--- src/hw/rtl/rrbm_pkg.sv ---
`timescale 1ns / 1ps
`default_nettype none
// ----------------------------------------------------------------------------
// rrbm_pkg
// Shared sizes, item types, request and status codes, controller states and
// the command/status bundles between controller and datapath.
// ----------------------------------------------------------------------------
package rrbm_pkg;

    // Store geometry
    localparam int DEPTH       = 64;
    localparam int VALUE_WIDTH = 16;

    // Fixed item field widths
    localparam int DATA_W   = 16;
    localparam int FILL_W   = 7;
    localparam int REQ_W    = 2;
    localparam int STATUS_W = 2;

    // Derived widths
    localparam int PTR_W   = (DEPTH > 1) ? $clog2(DEPTH) : 1;
    localparam int CNT_W   = $clog2(DEPTH + 1);
    localparam int STORE_W = (VALUE_WIDTH < DATA_W) ? VALUE_WIDTH : DATA_W;

    // Request codes
    typedef enum logic [REQ_W-1:0] {
        REQ_INSERT = 2'd0,
        REQ_READ   = 2'd1,
        REQ_MINMAX = 2'd2,
        REQ_CLEAR  = 2'd3
    } req_kind_t;

    // Result status codes
    typedef enum logic [STATUS_W-1:0] {
        ST_OK    = 2'd0,
        ST_RANGE = 2'd1,
        ST_EMPTY = 2'd2
    } status_t;

    // Input item
    typedef struct packed {
        logic [REQ_W-1:0]  req_type;
        logic [DATA_W-1:0] new_value;
        logic [DATA_W-1:0] read_index;
    } req_t;

    // Result item
    typedef struct packed {
        logic [STATUS_W-1:0] status;
        logic [DATA_W-1:0]   read_value;
        logic [DATA_W-1:0]   min_value;
        logic [DATA_W-1:0]   max_value;
        logic [FILL_W-1:0]   fill_level;
    } rsp_t;

    // Controller states
    typedef enum logic [2:0] {
        CTL_IDLE,
        CTL_DECODE,
        CTL_SCAN_FIRST,
        CTL_SCAN,
        CTL_FINISH
    } ctl_state_t;

    // Controller -> datapath
    typedef struct packed {
        logic cap_req;     // latch accepted item
        logic do_write;    // insert at write pointer
        logic do_clear;    // zero pointer and count
        logic rd_age;      // read slot of requested age
        logic rd_scan;     // read slot of scan age, advance scan
        logic fold_first;  // load min/max from read data
        logic fold;        // merge read data into min/max
        logic out_load;    // load result register
    } cmd_t;

    // Datapath -> controller
    typedef struct packed {
        req_kind_t req_kind;
        logic      idx_ok;
        logic      empty;
        logic      scan_more;
        logic      out_free;
    } sts_t;

endpackage
`default_nettype wire

--- src/hw/rtl/recency_ring_buffer_minmax_top.sv ---
`timescale 1ns / 1ps
`default_nettype none
// ----------------------------------------------------------------------------
// recency_ring_buffer_minmax_top
// Ring store of measurements with insert, read by age, min/max scan and clear.
//
//   channel  | handshake             | payload
//   ---------+-----------------------+------------------------------
//   input    | in_valid / in_stall   | in_item  (req_t)
//   output   | out_valid / out_stall | out_item (rsp_t)
//
// Insert, clear and read by age go through the decode and finish states.
// Min/max on a non-empty ring adds the scan states before finish: the scan reads one
// entry per cycle through the single read port of the value memory.
// Reset marks every entry unwritten in per-entry valid bits; no clearing pass.
// A result waiting on out_stall holds the controller in its finish state.
// ----------------------------------------------------------------------------
module recency_ring_buffer_minmax_top (
    input  wire logic          clk,
    input  wire logic          rst_n,
    input  wire logic          in_valid,
    output logic               in_stall,
    input  wire rrbm_pkg::req_t in_item,
    output logic               out_valid,
    input  wire logic          out_stall,
    output rrbm_pkg::rsp_t     out_item
);
    import rrbm_pkg::*;

    cmd_t cmd;
    sts_t sts;

    // Sequencer
    rrbm_ctrl u_ctrl (
        .clk      (clk),
        .rst_n    (rst_n),
        .in_valid (in_valid),
        .in_stall (in_stall),
        .sts      (sts),
        .cmd      (cmd)
    );

    // Store and result path
    rrbm_dp u_dp (
        .clk       (clk),
        .rst_n     (rst_n),
        .in_item   (in_item),
        .out_valid (out_valid),
        .out_stall (out_stall),
        .out_item  (out_item),
        .cmd       (cmd),
        .sts       (sts)
    );

endmodule
`default_nettype wire

--- src/hw/rtl/rrbm_ctrl.sv ---
`timescale 1ns / 1ps
`default_nettype none
// ----------------------------------------------------------------------------
// rrbm_ctrl
// Request sequencer: decodes each item, steps the min/max scan one entry per
// cycle and hands the finished result to the output register.
// ----------------------------------------------------------------------------
module rrbm_ctrl (
    input  wire logic          clk,
    input  wire logic          rst_n,
    input  wire logic          in_valid,
    output logic               in_stall,
    input  wire rrbm_pkg::sts_t sts,
    output rrbm_pkg::cmd_t     cmd
);
    import rrbm_pkg::*;

    ctl_state_t state_reg;
    ctl_state_t state_next;

    // State register
    always_ff @(posedge clk or negedge rst_n)
    begin
        if (!rst_n)
        begin
            state_reg <= CTL_IDLE;
        end
        else
        begin
            state_reg <= state_next;
        end
    end

    // Next state and commands
    always_comb
    begin
        state_next = state_reg;
        cmd        = '0;
        in_stall   = 1'b1;
        case (state_reg)
            CTL_IDLE:
            begin
                in_stall    = 1'b0;
                cmd.cap_req = in_valid;
                if (in_valid)
                begin
                    state_next = CTL_DECODE;
                end
            end
            CTL_DECODE:
            begin
                state_next = CTL_FINISH;
                case (sts.req_kind)
                    REQ_INSERT: cmd.do_write = 1'b1;
                    REQ_CLEAR:  cmd.do_clear = 1'b1;
                    REQ_READ:   cmd.rd_age   = sts.idx_ok;
                    REQ_MINMAX:
                    begin
                        if (!sts.empty)
                        begin
                            cmd.rd_scan = 1'b1;
                            state_next  = CTL_SCAN_FIRST;
                        end
                    end
                    default: state_next = CTL_FINISH;
                endcase
            end
            CTL_SCAN_FIRST, CTL_SCAN:
            begin
                // data of the read issued last cycle is merged here
                cmd.fold_first = (state_reg == CTL_SCAN_FIRST);
                cmd.fold       = (state_reg == CTL_SCAN);
                if (sts.scan_more)
                begin
                    cmd.rd_scan = 1'b1;
                    state_next  = CTL_SCAN;
                end
                else
                begin
                    state_next = CTL_FINISH;
                end
            end
            CTL_FINISH:
            begin
                if (sts.out_free)
                begin
                    cmd.out_load = 1'b1;
                    state_next   = CTL_IDLE;
                end
            end
            default: state_next = CTL_IDLE;
        endcase
    end

endmodule
`default_nettype wire

--- src/hw/rtl/rrbm_dp.sv ---
`timescale 1ns / 1ps
`default_nettype none
// ----------------------------------------------------------------------------
// rrbm_dp
// Datapath: value memory with per-entry valid bits, write pointer, fill
// count, scan counter, min/max accumulators and the output register.
// ----------------------------------------------------------------------------
module rrbm_dp (
    input  wire logic          clk,
    input  wire logic          rst_n,
    input  wire rrbm_pkg::req_t in_item,
    output logic               out_valid,
    input  wire logic          out_stall,
    output rrbm_pkg::rsp_t     out_item,
    input  wire rrbm_pkg::cmd_t cmd,
    output rrbm_pkg::sts_t     sts
);
    import rrbm_pkg::*;

    // Slot holding the entry 'age' places back from the newest
    function automatic logic [PTR_W-1:0] slot_of_age(
        input logic [PTR_W-1:0] wp,
        input logic [PTR_W-1:0] age
    );
        logic [PTR_W:0] back;
        logic [PTR_W:0] diff;
        back = {1'b0, age} + (PTR_W+1)'(1);
        if ({1'b0, wp} >= back)
        begin
            diff = {1'b0, wp} - back;
        end
        else
        begin
            diff = {1'b0, wp} + (PTR_W+1)'(DEPTH) - back;
        end
        return diff[PTR_W-1:0];
    endfunction

    logic [STORE_W-1:0] mem [DEPTH];
    logic [DEPTH-1:0]   valid_reg;

    req_t               req_reg;
    logic [PTR_W-1:0]   wp_reg;
    logic [CNT_W-1:0]   cnt_reg;
    logic [CNT_W-1:0]   scan_age_reg;
    logic [STORE_W-1:0] rdata_reg;
    logic               rvalid_reg;
    logic [STORE_W-1:0] min_reg;
    logic [STORE_W-1:0] max_reg;
    logic               out_valid_reg;
    rsp_t               out_item_reg;

    req_kind_t          req_kind;
    logic               idx_ok;
    logic               rd_en;
    logic [PTR_W-1:0]   rd_addr;
    logic [STORE_W-1:0] rd_value;
    logic               out_free;
    rsp_t               rsp;

    assign req_kind = req_kind_t'(req_reg.req_type);
    assign idx_ok   = (32'(req_reg.read_index) < 32'(DEPTH));
    assign out_free = !out_valid_reg || !out_stall;

    // Read address: scan age or requested age
    assign rd_en   = cmd.rd_age || cmd.rd_scan;
    assign rd_addr = cmd.rd_scan ? slot_of_age(wp_reg, scan_age_reg[PTR_W-1:0])
                                 : slot_of_age(wp_reg, req_reg.read_index[PTR_W-1:0]);

    // Never-written entries read as zero
    assign rd_value = rvalid_reg ? rdata_reg : '0;

    // Status to controller
    always_comb
    begin
        sts.req_kind  = req_kind;
        sts.idx_ok    = idx_ok;
        sts.empty     = (cnt_reg == '0);
        sts.scan_more = (scan_age_reg < cnt_reg);
        sts.out_free  = out_free;
    end

    // Value memory
    always_ff @(posedge clk)
    begin
        if (cmd.do_write)
        begin
            mem[wp_reg] <= req_reg.new_value[STORE_W-1:0];
        end
        if (rd_en)
        begin
            rdata_reg <= mem[rd_addr];
        end
    end

    // Accepted item and accumulators
    always_ff @(posedge clk)
    begin
        if (cmd.cap_req)
        begin
            req_reg <= in_item;
        end
        if (cmd.fold_first)
        begin
            min_reg <= rd_value;
            max_reg <= rd_value;
        end
        else if (cmd.fold)
        begin
            if (rd_value < min_reg)
            begin
                min_reg <= rd_value;
            end
            if (rd_value > max_reg)
            begin
                max_reg <= rd_value;
            end
        end
        if (cmd.out_load)
        begin
            out_item_reg <= rsp;
        end
    end

    // Pointer, count, valid bits, scan counter, output valid
    always_ff @(posedge clk or negedge rst_n)
    begin
        if (!rst_n)
        begin
            valid_reg     <= '0;
            rvalid_reg    <= 1'b0;
            wp_reg        <= '0;
            cnt_reg       <= '0;
            scan_age_reg  <= '0;
            out_valid_reg <= 1'b0;
        end
        else
        begin
            if (rd_en)
            begin
                rvalid_reg <= valid_reg[rd_addr];
            end
            if (cmd.do_write)
            begin
                valid_reg[wp_reg] <= 1'b1;
                wp_reg <= (wp_reg == PTR_W'(DEPTH - 1)) ? '0 : wp_reg + PTR_W'(1);
                if (cnt_reg != CNT_W'(DEPTH))
                begin
                    cnt_reg <= cnt_reg + CNT_W'(1);
                end
            end
            else if (cmd.do_clear)
            begin
                wp_reg  <= '0;
                cnt_reg <= '0;
            end
            if (cmd.cap_req)
            begin
                scan_age_reg <= '0;
            end
            else if (cmd.rd_scan)
            begin
                scan_age_reg <= scan_age_reg + CNT_W'(1);
            end
            if (cmd.out_load)
            begin
                out_valid_reg <= 1'b1;
            end
            else if (!out_stall)
            begin
                out_valid_reg <= 1'b0;
            end
        end
    end

    // Result assembly
    always_comb
    begin
        rsp            = '0;
        rsp.status     = ST_OK;
        rsp.fill_level = FILL_W'(cnt_reg);
        case (req_kind)
            REQ_READ:
            begin
                if (idx_ok)
                begin
                    rsp.read_value = DATA_W'(rd_value);
                end
                else
                begin
                    rsp.status = ST_RANGE;
                end
            end
            REQ_MINMAX:
            begin
                if (cnt_reg == '0)
                begin
                    rsp.status = ST_EMPTY;
                end
                else
                begin
                    rsp.min_value = DATA_W'(min_reg);
                    rsp.max_value = DATA_W'(max_reg);
                end
            end
            default: rsp.status = ST_OK;
        endcase
    end

    assign out_valid = out_valid_reg;
    assign out_item  = out_item_reg;

endmodule
`default_nettype wire

--- config.mk ---
export PLATFORM = sky130hd
export DESIGN_NAME = recency_ring_buffer_minmax_top
export DESIGN_NICKNAME = d
export VERILOG_FILES = /design/src/hw/rtl/rrbm_pkg.sv /design/src/hw/rtl/recency_ring_buffer_minmax_top.sv /design/src/hw/rtl/rrbm_ctrl.sv /design/src/hw/rtl/rrbm_dp.sv
export SDC_FILE = /design/constraint.sdc
export NUM_CORES = 1
export LEC_CHECK = 0
export ABC_AREA = 1
export BUFFER_PORTS_ARGS = -buffer_cell sky130_fd_sc_hd__buf_2
export CORE_MARGIN = 2
export CORE_UTILIZATION = 30
export DETAILED_ROUTE_END_ITERATION = 6
export GPL_TIMING_DRIVEN = 0
export PLACE_DENSITY = 0.47
export SYNTH_ARGS = -nofsm -noshare
export SYNTH_HDL_FRONTEND = slang
export SYNTH_SLANG_ARGS = --single-unit
--- constraint.sdc ---
create_clock -name clk -period 3.4 [get_ports clk]
set_clock_uncertainty 0.05 [all_clocks]
set_input_delay 0.68 -clock clk [delete_from_list [all_inputs] [get_ports clk]]
set_output_delay 0.68 -clock clk [all_outputs]
set_load 0.01 [all_outputs]
==> run metrics <==
share of the synthesized area in the top cell type 69.7%; Simple-Gate Fraction of Synth Area 9.05%; post-synthesis xor/xnor area fraction 0.137%; vias in the first global route 33100; EDFF count, synth 1163; DRT Pass-1 Iters 5; H-tree Lvls 4; Mapped Nets 3909; initial DRC count 3540; FMAX 237 MHz; Yosys cell types 52; max reg flops 1024; failing checks setup timing; I/O pin total 97; post-synthesis cell count 3819; Worst Setup Path Type flip-flop to flip-flop; unrepaired setup endpoints after global routing yes; Die Area 0.170 mm²; Main synth FF type edfxtp_1; Worst-Skew Late Latency 0.79 ns; CTS Buffer Depth 3; mux contribution to synthesized area 0%; Vias 33900; reg2reg start u_dp.cnt_reg[4]; Startpoint Class flip-flop; PnR worst setup slack -0.824 ns; outcome complete, but fails checks; Arr. time, crit path 4.80 ns; TritonCTS clock tree built; WP data required 3.97 ns; largest family of logic cells by synthesized area compound AO/OA/AOI/OAI gates; synthesis-to-finish area growth 29.4%; # rows 150; post-detailed-route via-to-cell ratio 5.17; post-synthesis adder-cell area fraction 1.31%; area of the multi-input gates 0.0141 mm²; crit path max fanout 8; starting density of the core 30.1%; Reg2Reg Setup Slack -0.82 ns; Synth area leader edfxtp_1; Fin. Hold Viols 0; initial antenna violation count 3; Area contributors post-synth edfxtp_1 (70%), o21ai_0 (5.9%), nor2_1 (4.9%), dfrtp_1 (4.4%), o221ai_1 (3.4%); worst r2r path cells 20; Port Buf Inserts 96; GR Overflow Total 0; Compound-Gate Fraction of Synth Area 12.2%; crit path from u_dp.cnt_reg[4]; number of synthesized register bits 1252; Die W 413 µm; clk slew on worst S/H paths 0.06 ns; pin count of the biggest net entering global routing 55; Min-Delay Path Class primary input to flip-flop; Routed wire per std cell 25.8 µm; Setup violations, final 17; HPWL Detailed 117000 µm; Final Cycle Share 124%; worst-margin pin slew 1.47 ns; TritonCTS Buffers 139; hold_ws 0.0338 ns; first-pass GRT wire length 240000 µm; minimum clock period 4.22 ns; R2R Path End u_dp.rdata_reg[12]; final WL 169000 µm; Final nets 4337; layout cells sized above 1 26.5%; TritonCTS sink count 1252; max-cap violation count 0; GRT Total Usage 19.5%; synthesized area per cell 13.1 µm²; Slew Limit Fails 0; FFs w/ async S/R, synth 7.11%; Antenna Nets Post-Route 0; Total Neg Setup Slack -13.04 ns; register area 0.0372 mm²; sequential element share of the synthesized area 74.1%; clock root cell clkbuf_16; number of synthesis warnings 0; Rel. slew slack 1.75%; Core Region 0.167 mm²; GPL Wtd Cong 0.908; fill count 15700; DRC viols 0; Chip Height 413 µm; crit end category flip-flop; worst setup path end u_dp.rdata_reg[12]; Synth Cell Area 0.0501 mm²
[final cells by class]
class	count	area share (%)
clock inverters	64	0.856
inverters	142	0.891
plain buffers	253	3.38
flip-flops and latches	1252	57.3
well taps	2204	4.25
clock buffers	184	5.84
diodes	1	0.00386
multi-input cells	2172	21.8
repair buffers	287	5.71
[Yosys cell counts, types with 12 or more instances]
cell	count
a21oi_1	116
buf_1	12
buf_2	44
clkbuf_1	190
dfrtp_1	89
edfxtp_1	1163
ha_1	51
inv_1	127
nand2_1	175
nand3_1	171
nor2_1	653
nor3_1	13
o211ai_1	13
o21ai_0	592
o221ai_1	192
o22ai_1	68
o31ai_1	17
or2_2	32
[per-stage QoR]
step | std cells | setup WS [ns] | area [µm²] | utilization (%)
CTS | 6534 | -0.755 | 63800 | 38.3
global placement | 6119 | -2.28 | 53700 | 32.2
finish | 6559 | -0.824 | 64900 | 38.9
global route | 6559 | -0.906 | 64900 | 38.9
floorplan | 3819 | -0.133 | 50400 | -
detailed placement | 6224 | -2.27 | 56000 | 33.6
[how the worst min path moves through the flow]
stage | start | end | slack (ns) | cells past startpoint
after global routing | in_item[32] | u_dp.req_kind[0] | -0.001 | 1
after floorplan | rst_n | u_ctrl.state_reg[0] | 0.33 | 0
after detailed placement | u_dp.valid_reg[38] | u_dp.valid_reg[38] | 0.40 | 2
final | in_item[29] | u_dp.req_reg[29] | 0.03 | 1
after global placement | u_dp.valid_reg[58] | u_dp.valid_reg[58] | 0.39 | 2
after CTS | in_item[29] | u_dp.req_reg[29] | 0.0001 | 1
[routing by layer]
layer | up-vias | part of all wire (%) | track usage (%)
li1 | 15100 | - | -
met1 | 17400 | 44 | 27.4
met2 | 1179 | 47 | 31.3
met3 | 265 | 6.3 | 2.71
met4 | 0 | 3.1 | 6.15
met5 | - | 0 | 0
[critical path, cell delays in order (launching register included)]
cell      delay (ns)
dfrtp_1         0.39
inv_2           0.10
ha_4            0.21
nand2_2         0.05
nand2_2         0.06
a21oi_4         0.21
nand3_4         0.15
nand2_8         0.13
o21ai_4         0.08
ha_4            0.26
inv_2           0.04
fa_2            0.58
buf_8           0.15
buf_16          0.19
buf_8           0.14
o21ai_0         0.08
o221ai_1        0.28
a21oi_2         0.17
o31ai_4         0.39
nand3_2         0.18
nand2_2         0.14
[layout by cell type, fill, tap and decap left out, types with 56 or more instances in the layout]
cell type,count
buf_2,118
buf_4,70
buf_8,68
clkbuf_1,87
clkbuf_16,170
clkbuf_2,61
dfrtp_1,85
edfxtp_1,1163
inv_1,117
nand2_1,149
nand3_1,78
nand3_2,68
nor2_1,584
nor2_2,63
o21ai_0,512
o221ai_1,115
o221ai_2,65
o22ai_1,56
[logic make-up after synthesis]
group,count (synthesis)
AO/OA/AOI/OAI,1030
XOR/XNOR,7
buffers and inverters,395
flip-flops,1252
adder cells (fa/ha/maj),52
AND/OR/NAND/NOR,1083
[what timing repair did]
item	CTS	global route
endpoints found under the setup margin	91	122
buffers inserted	38	16
pin swaps	140	145
hold buffers	18	0
gates resized for setup	665	221
cloned	6	8
endpoints found under the hold margin	70	0
Power is left out: the tool's default activity adds up to more than one toggle a clock period on the data nets, which glitch-free logic cannot reach.
